## src/rtl/pft_pkg.sv

```systemverilog
package pft_pkg;

    localparam int FRAME_W     = 32;
    localparam int RX_W        = 28;
    localparam int BITS_W      = 5;
    localparam int FRAME_BITS  = 22;
    localparam int REPEAT_BITS = 28;
    localparam int IN_DATA_W   = 24;
    localparam int OUT_DATA_W  = 24;

    localparam logic [3:0] START_CODE = 4'b1110;
    localparam logic [1:0] SFX_UNIT   = 2'b01;
    localparam logic [1:0] SFX_FUNC   = 2'b10;

    typedef enum logic [1:0] {
        CMD_CROSSING  = 2'd0,
        CMD_SEND_UNIT = 2'd1,
        CMD_SEND_FUNC = 2'd2
    } cmd_t;

    typedef enum logic [1:0] {
        RX_NONE    = 2'd0,
        RX_ADDRESS = 2'd1,
        RX_COMMAND = 2'd2
    } rx_event_t;

    localparam logic [7:0] CODE_TABLE [16] = '{
        8'h69, 8'hA9, 8'h59, 8'h99, 8'h56, 8'h96, 8'h66, 8'hA6,
        8'h6A, 8'hAA, 8'h5A, 8'h9A, 8'h55, 8'h95, 8'h65, 8'hA5
    };

    typedef struct packed {
        logic burst;
        logic busy;
        logic active;
    } tx_stat_t;

    typedef struct packed {
        rx_event_t   event_code;
        logic [3:0]  house;
        logic        house_valid;
        logic [3:0]  unit;
        logic        unit_valid;
        logic [7:0]  func;
    } rx_stat_t;

    typedef struct packed {
        logic       valid;
        logic [4:0] idx;
    } decode_t;

    // idx[4] unused; lowest matching entry wins
    function automatic decode_t decode_pattern(input logic [7:0] pat);
        decode_t res;
        res = '0;
        for (int i = 15; i >= 0; i--) begin
            if (CODE_TABLE[i] == pat) begin
                res.valid = 1'b1;
                res.idx   = 5'(i);
            end
        end
        return res;
    endfunction

endpackage

```

## src/rtl/pft_tx.sv

```systemverilog
module pft_tx (
    input  logic                aclk,
    input  logic                aresetn,
    input  logic                en,
    input  logic [1:0]          cmd,
    input  logic [3:0]          house,
    input  logic [3:0]          unit,
    input  logic [7:0]          function_code,
    input  logic                wait_three,
    output pft_pkg::tx_stat_t   stat
);

    logic [pft_pkg::FRAME_W-1:0] shift_reg, shift_next;
    logic [pft_pkg::BITS_W-1:0]  bits_reg, bits_next;
    logic                        active_reg, active_next;
    logic                        second_reg, second_next;
    logic                        wait_reg, wait_next;
    logic [pft_pkg::FRAME_W-1:0] rot1, rot11;
    logic [pft_pkg::BITS_W-1:0]  bits_dec;
    logic [7:0]                  key;
    logic [1:0]                  suffix;
    logic                        burst;

    assign rot1     = {shift_reg[pft_pkg::FRAME_W-2:0], shift_reg[pft_pkg::FRAME_W-1]};
    assign rot11    = {rot1[pft_pkg::FRAME_W-11:0], rot1[pft_pkg::FRAME_W-1 -: 10]};
    assign bits_dec = bits_reg - pft_pkg::BITS_W'(1);

    always_comb begin
        shift_next  = shift_reg;
        bits_next   = bits_reg;
        active_next = active_reg;
        second_next = second_reg;
        wait_next   = wait_reg;
        burst       = 1'b0;
        key         = pft_pkg::CODE_TABLE[unit];
        suffix      = pft_pkg::SFX_UNIT;
        if (cmd == pft_pkg::CMD_SEND_FUNC) begin
            key    = function_code;
            suffix = pft_pkg::SFX_FUNC;
        end
        if (en) begin
            unique case (cmd) inside
                pft_pkg::CMD_SEND_UNIT, pft_pkg::CMD_SEND_FUNC: begin
                    shift_next  = {pft_pkg::START_CODE, pft_pkg::CODE_TABLE[house], key,
                                   suffix, 10'b0};
                    bits_next   = pft_pkg::BITS_W'(pft_pkg::FRAME_BITS);
                    second_next = 1'b0;
                    wait_next   = wait_three;
                    active_next = 1'b1;
                end
                pft_pkg::CMD_CROSSING: begin
                    if (active_reg) begin
                        burst      = shift_reg[pft_pkg::FRAME_W-1];
                        shift_next = rot1;
                        bits_next  = bits_dec;
                        if (bits_dec == '0) begin
                            if (second_reg) begin
                                active_next = 1'b0;
                            end else begin
                                second_next = 1'b1;
                                shift_next  = rot11;
                                bits_next   = wait_reg ?
                                              pft_pkg::BITS_W'(pft_pkg::REPEAT_BITS) :
                                              pft_pkg::BITS_W'(pft_pkg::FRAME_BITS);
                            end
                        end
                    end
                end
                default: ;
            endcase
        end
    end

    always_ff @(posedge aclk) begin
        if (!aresetn) begin
            shift_reg  <= '0;
            bits_reg   <= '0;
            active_reg <= 1'b0;
            second_reg <= 1'b0;
            wait_reg   <= 1'b0;
        end else begin
            shift_reg  <= shift_next;
            bits_reg   <= bits_next;
            active_reg <= active_next;
            second_reg <= second_next;
            wait_reg   <= wait_next;
        end
    end

    assign stat.burst  = burst;
    assign stat.busy   = active_next;
    assign stat.active = active_reg;

endmodule

```

## src/rtl/pft_rx.sv

```systemverilog
module pft_rx (
    input  logic                aclk,
    input  logic                aresetn,
    input  logic                en,
    input  logic                carrier_sample,
    input  logic                carrier_active_low,
    output pft_pkg::rx_stat_t   stat
);

    logic [pft_pkg::RX_W-1:0] shift_reg, shift_next;
    logic [7:0]               hn_reg, hn_next, hp_reg, hp_next;
    logic [7:0]               kn_reg, kn_next, kp_reg, kp_next;
    logic [pft_pkg::RX_W-1:0] shifted;
    pft_pkg::decode_t         hdec, udec;
    logic                     start, match;

    assign shifted = {shift_reg[pft_pkg::RX_W-2:0], carrier_sample ^ carrier_active_low};
    assign start   = shifted[27:24] == pft_pkg::START_CODE;
    assign match   = (shifted[23:16] == hn_reg) && (shifted[15:8] == kn_reg);
    assign hdec    = pft_pkg::decode_pattern(hn_reg);
    assign udec    = pft_pkg::decode_pattern(kn_reg);

    always_comb begin
        shift_next = shift_reg;
        hn_next    = hn_reg;
        hp_next    = hp_reg;
        kn_next    = kn_reg;
        kp_next    = kp_reg;
        stat       = '0;
        if (en) begin
            shift_next = shifted;
            if (start) begin
                hp_next = hn_reg;
                kp_next = kn_reg;
                hn_next = shifted[23:16];
                kn_next = shifted[15:8];
                if (match) begin
                    case (shifted[7:6])
                        pft_pkg::SFX_UNIT: begin
                            stat.event_code  = pft_pkg::RX_ADDRESS;
                            stat.house       = hdec.idx[3:0];
                            stat.house_valid = hdec.valid;
                            stat.unit        = udec.idx[3:0];
                            stat.unit_valid  = udec.valid;
                        end
                        pft_pkg::SFX_FUNC: begin
                            stat.event_code  = pft_pkg::RX_COMMAND;
                            stat.house       = hdec.idx[3:0];
                            stat.house_valid = hdec.valid;
                            stat.func        = kn_reg;
                        end
                        default: ;
                    endcase
                end
            end
        end
    end

    always_ff @(posedge aclk) begin
        if (!aresetn) begin
            shift_reg <= '0;
            hn_reg    <= '0;
            hp_reg    <= '0;
            kn_reg    <= '0;
            kp_reg    <= '0;
        end else begin
            shift_reg <= shift_next;
            hn_reg    <= hn_next;
            hp_reg    <= hp_next;
            kn_reg    <= kn_next;
            kp_reg    <= kp_next;
        end
    end

endmodule

```

## src/rtl/powerline_frame_transceiver.sv

```systemverilog
// A zero-crossing transfer gives its result on m_tvalid in the cycle after acceptance.
// One input transfer per cycle while s_tready is high; send requests and unused codes give no result.
// The result register is a single stage; s_tready drops only while it is full and m_tready is low.
// Reset (aresetn low, synchronous) clears the transmitter, receiver history,
// the carrier polarity register and the result valid flag.
module powerline_frame_transceiver (
    input  logic                             aclk,
    input  logic                             aresetn,
    input  logic                             cfg_valid,
    output logic                             cfg_ready,
    input  logic                             cfg_data,   // carrier_active_low
    input  logic                             s_tvalid,
    output logic                             s_tready,
    // carrier_sample, house[3:0], unit[3:0], function_code[7:0], wait_three, zero fill
    input  logic [pft_pkg::IN_DATA_W-1:0]    s_tdata,
    input  logic [1:0]                       s_tuser,    // cmd
    output logic                             m_tvalid,
    input  logic                             m_tready,
    // tx_burst, tx_busy, rx_house[3:0], rx_house_valid, rx_unit[3:0],
    // rx_unit_valid, rx_function[7:0], zero fill
    output logic [pft_pkg::OUT_DATA_W-1:0]   m_tdata,
    output logic [1:0]                       m_tuser     // rx_event
);

    logic                            polarity_reg;
    logic                            valid_reg, valid_next;
    logic [pft_pkg::OUT_DATA_W-1:0]  data_reg, data_next;
    logic [1:0]                      user_reg, user_next;
    logic                            accept, crossing;
    pft_pkg::tx_stat_t               tx_stat;
    pft_pkg::rx_stat_t               rx_stat;

    assign cfg_ready = 1'b1;
    assign s_tready  = !valid_reg || m_tready;
    assign accept    = s_tvalid && s_tready;
    assign crossing  = accept && (s_tuser == pft_pkg::CMD_CROSSING);

    pft_tx u_tx (
        .aclk          (aclk),
        .aresetn       (aresetn),
        .en            (accept),
        .cmd           (s_tuser),
        .house         (s_tdata[4:1]),
        .unit          (s_tdata[8:5]),
        .function_code (s_tdata[16:9]),
        .wait_three    (s_tdata[17]),
        .stat          (tx_stat)
    );

    pft_rx u_rx (
        .aclk               (aclk),
        .aresetn            (aresetn),
        .en                 (crossing),
        .carrier_sample     (s_tdata[0]),
        .carrier_active_low (polarity_reg),
        .stat               (rx_stat)
    );

    always_comb begin
        valid_next = valid_reg && !m_tready;
        data_next  = data_reg;
        user_next  = user_reg;
        if (crossing) begin
            valid_next = 1'b1;
            data_next  = {4'b0, rx_stat.func, rx_stat.unit_valid, rx_stat.unit,
                          rx_stat.house_valid, rx_stat.house, tx_stat.busy, tx_stat.burst};
            user_next  = rx_stat.event_code;
        end
    end

    always_ff @(posedge aclk) begin
        if (!aresetn) begin
            polarity_reg <= 1'b0;
            valid_reg    <= 1'b0;
        end else begin
            if (cfg_valid && cfg_ready) begin
                polarity_reg <= cfg_data;
            end
            valid_reg <= valid_next;
        end
    end

    always_ff @(posedge aclk) begin
        data_reg <= data_next;
        user_reg <= user_next;
    end

    assign m_tvalid = valid_reg;
    assign m_tdata  = data_reg;
    assign m_tuser  = user_reg;

    a_send_starts_tx: assert property (@(posedge aclk) disable iff (!aresetn)
        accept && (s_tuser == pft_pkg::CMD_SEND_UNIT || s_tuser == pft_pkg::CMD_SEND_FUNC)
        |=> tx_stat.active)
        else $error("send request did not start the transmitter");

    a_crossing_result: assert property (@(posedge aclk) disable iff (!aresetn)
        crossing |=> m_tvalid)
        else $error("zero crossing gave no result");

    a_no_spurious: assert property (@(posedge aclk) disable iff (!aresetn)
        !m_tvalid && !crossing |=> !m_tvalid)
        else $error("result appeared without a zero crossing");

    a_func_only_cmd: assert property (@(posedge aclk) disable iff (!aresetn)
        m_tvalid && (m_tuser != pft_pkg::RX_COMMAND) |-> m_tdata[19:12] == 8'h00)
        else $error("function byte set without a command event");

    a_idle_no_burst: assert property (@(posedge aclk) disable iff (!aresetn)
        crossing && !tx_stat.active |-> !tx_stat.burst && !tx_stat.busy)
        else $error("idle transmitter emitted a burst");

endmodule
```

## config.mk

```make
export PLATFORM = sky130hd
export DESIGN_NAME = powerline_frame_transceiver
export DESIGN_NICKNAME = d
export VERILOG_FILES = /design/src/rtl/pft_pkg.sv /design/src/rtl/pft_tx.sv /design/src/rtl/pft_rx.sv /design/src/rtl/powerline_frame_transceiver.sv
export SDC_FILE = /design/constraint.sdc
export NUM_CORES = 1
export LEC_CHECK = 0
export ABC_AREA = 1
export BUFFER_PORTS_ARGS = -buffer_cell sky130_fd_sc_hd__buf_2
export CAP_MARGIN = 20
export CORE_MARGIN = 1.5
export CORE_UTILIZATION = 59
export CTS_CLUSTER_DIAMETER = 40
export DETAILED_ROUTE_END_ITERATION = 6
export GPL_TIMING_DRIVEN = 0
export PLACE_DENSITY = 0.87
export SYNTH_ARGS = -nofsm -noshare
export SYNTH_HDL_FRONTEND = slang
export SYNTH_SLANG_ARGS = --single-unit
```

## constraint.sdc

```tcl
create_clock -name aclk -period 2.7 [get_ports aclk]
set_input_delay 0.675 -clock aclk [delete_from_list [all_inputs] [get_ports aclk]]
set_output_delay 0.675 -clock aclk [all_outputs]
set_load 0.05 [all_outputs]
```

==> flow_metrics.env, run 1 <==
export IMPL_worst_slew_pin_slew_ps=711
export IMPL_die_x_um=98.4
export IMPL_worstPathMaxFanout=20
export IMPL_clkTransAtPathRegs_ps=100
export IMPL_crit_type="primary input to flop"
export IMPL_cts_sinks=107
export IMPL_worstHoldPathType="flop to flop"
export IMPL_cp_start_kind="primary input"
export IMPL_fin_cells=914
export IMPL_grt_usage_pct=28.3
export IMPL_status="completed"
export IMPL_crit_path_max_incr_delay_ps=530
export IMPL_ys_warn_count=0
export IMPL_die_h_um=98.4
export IMPL_hold_violations=0
export IMPL_whs_endpoint="u_tx.shift_reg[5]$_SDFFE_PN0P_"
export IMPL_placed_area_um2=5770
export IMPL_worstPathCellList="buf_2, inv_1, ha_1, inv_2, nor2_4, buf_1, buf_8"
export IMPL_post_cts_buffers=0
export IMPL_numPortBuffers=48
export IMPL_hold_path_depth=2
export IMPL_grt_pass1_wl_um=22200
export IMPL_hold_buffers=0
export IMPL_powerDensity_nw_per_um2=551
export IMPL_postLayoutCellArea_um2=6020
export IMPL_crit_arrival_ps=2230
export IMPL_grt_overflow_total=0
export IMPL_tns_ps=0
export IMPL_cts_tree="built"
export IMPL_met3WireLength_um=1240
export IMPL_finalCriticalPeriod_ps=2160
export IMPL_whs_ps=473
export IMPL_drive_gt1_share_pct=12.0
export IMPL_leakage_nw=2.63
export IMPL_root_buffer="clkbuf_8"
export IMPL_nets=845
export IMPL_cp_end_kind="flop"
export IMPL_cts_buffers=9
export IMPL_clock_skew_ps=10.3
export IMPL_die_area_um2=9680
export IMPL_wl_met1_um=5890
export IMPL_fin_crit_sh_pct=79.9
export IMPL_hp_start="u_tx.shift_reg[5]$_SDFFE_PN0P_"
export IMPL_area_growth_synth_to_final_pct=12.2
export IMPL_hpwl_um=9710
export IMPL_met2_length_um=6280
export IMPL_routed_top_layer="met4"
export IMPL_crit_buf_inv=5
export IMPL_slew_violations=0
export IMPL_grt_pass1_vias=4856
export IMPL_core_area_um2=8760
export IMPL_rr_startpoint="u_tx.bits_reg[0]$_SDFFE_PN0P_"
export IMPL_rows=34
export IMPL_post_drt_wl_per_cell_um=14.9
export IMPL_antenna_found_initial=0
export IMPL_drc=0
export IMPL_vdd_drop_max_mv=0.276
export IMPL_max_slew_margin_rel_pct=52.2
export IMPL_critPathSlowestCell="buf_1"
export IMPL_yosysUniqueCellTypes=36
export IMPL_setup_slack_ps=544
export IMPL_place_congestion=0.907
export IMPL_drv_cap=0
export IMPL_synthCells=738
export IMPL_required_ps=2780
export IMPL_worst_r2r_path_depth=11
export IMPL_clk_latency_ps=370
export IMPL_r2r_setup_slack_ps=670
export IMPL_preCtsSetupSlack_ps=165
export IMPL_cp_depth=7
export IMPL_dr_first_iter_drc_count=506
export IMPL_r2r_end="u_tx.shift_reg[17]$_SDFFE_PN0P_"
export IMPL_drtPass1Iterations=7
export IMPL_clockBufferDepth=2
export IMPL_largest_register_ffs=32
export IMPL_yosys_area_top_type="dfxtp_1"
export IMPL_cts_htree_levels=3
export IMPL_crit_family="buffers and inverters"
export IMPL_num_io_pins=61
export IMPL_wl_um=13600
export IMPL_dpl_cell_count=898
export IMPL_rsz0062_at_grt="false"
export IMPL_postRouteAntennaNets=0
export IMPL_synth_area_top_cells="dfxtp_1 32%, edfxtp_1 12%, nand2_1 11%, a21oi_1 7.5%, o21ai_0 7.1%"
export IMPL_initial_core_util_pct=61.2
export IMPL_avgViaCountPerCell=5.68
export IMPL_synth_area_per_cell_um2=7.27
export IMPL_synth_top_area_share_pct=31.7
export IMPL_ys_seq_elements=107
export IMPL_post_cts_resized=0
export IMPL_via_count=5196
export IMPL_fmax_ghz=0.464
export IMPL_yosysSeqAreaShare_pct=44.0
export IMPL_setup_viol=0
export IMPL_syn_area_um2=5370
export IMPL_grt_max_degree=21
export IMPL_diodes=0
==> how the worst max path moves through the flow <==
stage	slack [ps]	from	to
floorplan	220	m_tready	m_tdata[0]$_SDFFCE_PN0P_
global placement	-230	s_tuser[0]	m_tdata[7]$_SDFFCE_PP0P_
detailed placement	160	s_tuser[0]	m_tdata[10]$_SDFFCE_PP0P_
CTS	570	s_tuser[0]	m_tdata[7]$_SDFFCE_PP0P_
global route	440	s_tuser[0]	m_tdata[7]$_SDFFCE_PP0P_
finish	540	s_tuser[0]	m_tdata[7]$_SDFFCE_PP0P_
==> worst reg2reg max path, delay by kind of cell, from the launching register on <==
family	cells	cell delay [ps]
AO/OA/AOI/OAI	2	270
adder cells (fa/ha/maj)	1	230
buffers and inverters	3	360
flip-flops	1	330
AND/OR/NAND/NOR	5	770
==> cells by family (layout without fill, tap and decap cells) <==
family,after synthesis,in the layout,synth area share [%]
buffers and inverters,138,203,11.0
AOI/OAI and AO/OA,176,176,17.1
DFF,107,107,44.0
xor gates and xnor gates,10,10,1.63
adders and majority gates,12,12,2.80
and+or+nand+nor,293,293,23.3
other,2,5,0.140
==> cell usage in the layout, fill, tap and decap left out, types with 3 or more instances in the layout <==
cell         n
a21oi_1     80
buf_2       54
buf_4        5
buf_6        6
clkbuf_1    18
clkbuf_16    3
clkbuf_8     9
conb_1       5
dfxtp_1     85
edfxtp_1    22
ha_1        12
inv_1       95
inv_2        6
nand2_1    151
nand3_1     41
nand4_1     19
nor2_1      69
nor4_1       3
o21ai_0     76
o21ai_1      8
xnor2_1      6
xor2_1       4
==> synthesized netlist by cell type, drive strengths merged <==
master / number
nand2: 152
inv: 101
dfxtp: 85
o21ai: 85
a21oi: 80
nor2: 73
nand3: 42
edfxtp: 22
buf: 19
nand4: 19
clkbuf: 18
ha: 12
xnor2: 6
xor2: 4
nor4: 3
conb: 2
o2111ai: 2
o21bai: 2
o22ai: 2
o2bb2ai: 2
or2: 2
a31oi: 1
nor3: 1
nor3b: 1
o2111a: 1
o21a: 1
==> routing by layer <==
layer / vias up / track usage, %
met1: 2359 / 38.0
met5: - / 2.56
met4: 0 / 7.26
met3: 22 / 5.51
li1: 2524 / -
met2: 291 / 46.6
==> cell type report <==
type | count | area (µm²)
plain buffers | 37 | 210
well taps | 108 | 135
clock inverters | 4 | 53.8
clock buffers | 12 | 199
fillers | 723 | 2740
repair buffers | 49 | 255
flip-flops and latches | 107 | 2360
multi-input cells | 496 | 2430
inverters | 101 | 379
==> metrics by stage <==
stage / total power [mW] / utilization [%]
global route: 3.43 / 68.7
floorplan: 2.05 / -
detailed placement: 2.16 / 65.8
CTS: 3.31 / 68.7
global placement: 2.15 / 65.6
finish: 3.32 / 68.7
==> where the power goes <==
| group | internal (mW) | switching, mW | total [mW] |
|---|---|---|---|
| clock network | 0.606 | 0.572 | 1.18 |
| logic | 0.124 | 0.281 | 0.405 |
| registers | 1.69 | 0.0428 | 1.74 |
| total | 2.42 | 0.895 | 3.32 |
(Power assumes the default switching activity.)
==> run 2: changes to the inputs <==
--- a/config.mk
+++ b/config.mk
@@ -9,11 +9,11 @@
 export BUFFER_PORTS_ARGS = -buffer_cell sky130_fd_sc_hd__buf_2
 export CAP_MARGIN = 20
 export CORE_MARGIN = 1.5
-export CORE_UTILIZATION = 59
+export CORE_UTILIZATION = 53
 export CTS_CLUSTER_DIAMETER = 40
 export DETAILED_ROUTE_END_ITERATION = 6
 export GPL_TIMING_DRIVEN = 0
-export PLACE_DENSITY = 0.87
+export PLACE_DENSITY = 0.83
 export SYNTH_ARGS = -nofsm -noshare
 export SYNTH_HDL_FRONTEND = slang
 export SYNTH_SLANG_ARGS = --single-unit
==> constraint.sdc (replaced) <==
create_clock -name aclk -period 1.8 [get_ports aclk]
set_input_delay 0.45 -clock aclk [delete_from_list [all_inputs] [get_ports aclk]]
set_output_delay 0.45 -clock aclk [all_outputs]
set_load 0.05 [all_outputs]
==> run 2 against run 1 <==
Clock power rose by 22%; clock skew rose by 4.9 ps; core utilization fell by 5.7 points; non-clock buffer count rose by 9; design area rose by 2.7%; global-route usage fell by 4.1 points; register-to-register slack got worse by 640 ps; die area rose by 11%; sequential cell count did not move; sequential share of layout area fell by 0.98 points; clock-buffer cell count fell by 1; critical path type is now flop to flop; highest routed layer unchanged.
==> flow_metrics.env, run 2 (synthesis results as in run 1) <==
export IMPL_place_congestion=0.905
export IMPL_setup_viol=0
export IMPL_postRouteAntennaNets=0
export IMPL_cts_buffers=9
export IMPL_final_cell_mix="145 x nand2_1, 92 x inv_1, 82 x dfxtp_1"
export IMPL_clkTransAtPathRegs_ps=100
export IMPL_fmax_ghz=0.565
export IMPL_whs_endpoint="polarity_reg$_SDFFE_PN0P_"
export IMPL_largest_register_ffs=32
export IMPL_required_ps=2040
export IMPL_cts_htree_levels=3
export IMPL_cts_sinks=107
export IMPL_dr_first_iter_drc_count=392
export IMPL_numPortBuffers=48
export IMPL_cts_tree="built"
export IMPL_antenna_found_initial=0
export IMPL_rows=36
export IMPL_cp_end_kind="flop"
export IMPL_grt_pass1_vias=4509
export IMPL_num_io_pins=61
export IMPL_drc=0
export IMPL_drtPass1Iterations=7
export IMPL_die_h_um=104
export IMPL_clk_latency_ps=390
export IMPL_crit_type="flop to flop"
export IMPL_nets=854
export IMPL_leakage_nw=2.67
export IMPL_diodes=0
export IMPL_layout_commonest_cell="nand2_1"
export IMPL_clock_skew_ps=15.2
export IMPL_clockBufferDepth=2
export IMPL_status="completed"
export IMPL_drive_gt1_share_pct=16.2
export IMPL_max_slew_margin_rel_pct=55.3
export IMPL_powerDensity_nw_per_um2=759
export IMPL_finalCriticalPeriod_ps=1770
export IMPL_worst_r2r_path_depth=12
export IMPL_avgViaCountPerCell=5.39
export IMPL_wl_um=13100
export IMPL_hold_path_depth=2
export IMPL_hold_violations=0
export IMPL_post_drt_wl_per_cell_um=13.8
export IMPL_total_power_mw=4.69
export IMPL_crit_arrival_ps=2010
export IMPL_slew_violations=0
export IMPL_worst_slew_pin_slew_ps=671
export IMPL_whs_ps=238
export IMPL_r2r_end="u_tx.shift_reg[9]$_SDFFE_PN0P_"
export IMPL_die_area_um2=10700
export IMPL_grt_usage_pct=24.1
export IMPL_die_x_um=104
export IMPL_initial_core_util_pct=54.7
export IMPL_root_buffer="clkbuf_8"
export IMPL_area_growth_synth_to_final_pct=15.2
export IMPL_fin_crit_sh_pct=98.3
export IMPL_grt_max_degree=32
export IMPL_grt_overflow_total=0
export IMPL_hpwl_um=9120
export IMPL_grt_pass1_wl_um=21200
export IMPL_vdd_drop_max_mv=0.397
export IMPL_r2r_setup_slack_ps=30
export IMPL_worstPathMaxFanout=10
export IMPL_worstHoldPathType="primary input to flop"
export IMPL_via_count=5111
export IMPL_cp_start_kind="flop"
export IMPL_fillers=896
export IMPL_core_area_um2=9820
export IMPL_rsz0062_at_grt="true"
export IMPL_drv_cap=0
export IMPL_hp_start="cfg_valid"
export IMPL_rr_startpoint="u_tx.bits_reg[1]$_SDFFE_PN0P_"
run 2: cell types whose count changed in the layout (fill, tap and decap cells not counted), moves of 5 or more:
cell / previous run / this run
nand2_1: 151 / 145
nand3_1: 41 / 36
buf_4: 5 / 16
nand3_2: 0 / 5
nand2_2: 1 / 6
run 2: worst max path at each step:
stage	startpoint	to	slack [ps]	cells past startpoint
final	u_tx.bits_reg[1]$_SDFFE_PN0P_	u_tx.shift_reg[9]$_SDFFE_PN0P_	30	12
after detailed placement	s_tuser[0]	u_tx.shift_reg[30]$_SDFFE_PN0P_	-430	13
after floorplan	s_tuser[0]	u_tx.shift_reg[29]$_SDFFE_PN0P_	50	12
after global routing	u_tx.bits_reg[0]$_SDFFE_PN0P_	u_tx.shift_reg[31]$_SDFFE_PN0P_	-50	12
after CTS	s_tuser[0]	u_tx.shift_reg[17]$_SDFFE_PN0P_	8	11
after global placement	s_tuser[0]	u_tx.shift_reg[30]$_SDFFE_PN0P_	-420	13
run 2: critical path, cell delays in order, from the launching register on:
cell and delay, ps:
dfxtp_2 350, inv_4 70, ha_4 150, inv_2 40, nand2_2 70, nand3_2 100, nor2_4 190, nand3_4 180
inv_6 140, buf_8 150, nand2_1 50, nand3_1 70, a21oi_1 70
run 2: routing by layer:
layer	vias up	share of wire (%)	track usage, %
met3	30	8.4	4.97
met2	254	46	38.9
met4	0	1.8	6.94
li1	2546	-	-
met1	2281	43	33.0
met5	-	0	0
run 2: what timing repair did:
item                                    in CTS  in global routing
cloned                                       0                  1
buffers inserted                             2                  7
endpoints found under the setup margin      32                 45
resized for setup                            5                 30
hold buffers                                 0                  0
pin swaps                                    2                  8
run 2: power breakdown:
group / internal, mW / switching, mW
clock: 0.561 / 0.874
sequential: 2.54 / 0.0640
combinational: 0.216 / 0.435
run 2: cell type report:
type                    instances  area [µm²]  area share (%)
multi-input cells             496        2520            40.7
well taps                     133         166            2.69
inverters                     101         387            6.25
flip-flops and latches        107        2370            38.3
repair buffers                 58         333            5.38
clock buffers                  11         141            2.29
clock inverters                 5        41.3           0.668
plain buffers                  37         230            3.72
run 2: metrics by stage:
| stage | util (%) | setup WS (ps) | TNS [ps] | instances | instance area (µm²) |
|---|---|---|---|---|---|
| 6_report | 63.0 | 30.0 | 0 | 948 | 6180 |
| 5_1_grt | 63.0 | -49.8 | -295 | 948 | 6180 |
| 4_1_cts | 61.1 | 8.00 | 0 | 940 | 6000 |
| 3_5_place_dp | 59.0 | -434 | -19260 | 922 | 5790 |
| 3_3_place_gp | 59.0 | -420 | -18650 | 922 | 5790 |
| 2_1_floorplan | - | 45.5 | 0 | 741 | 5390 |
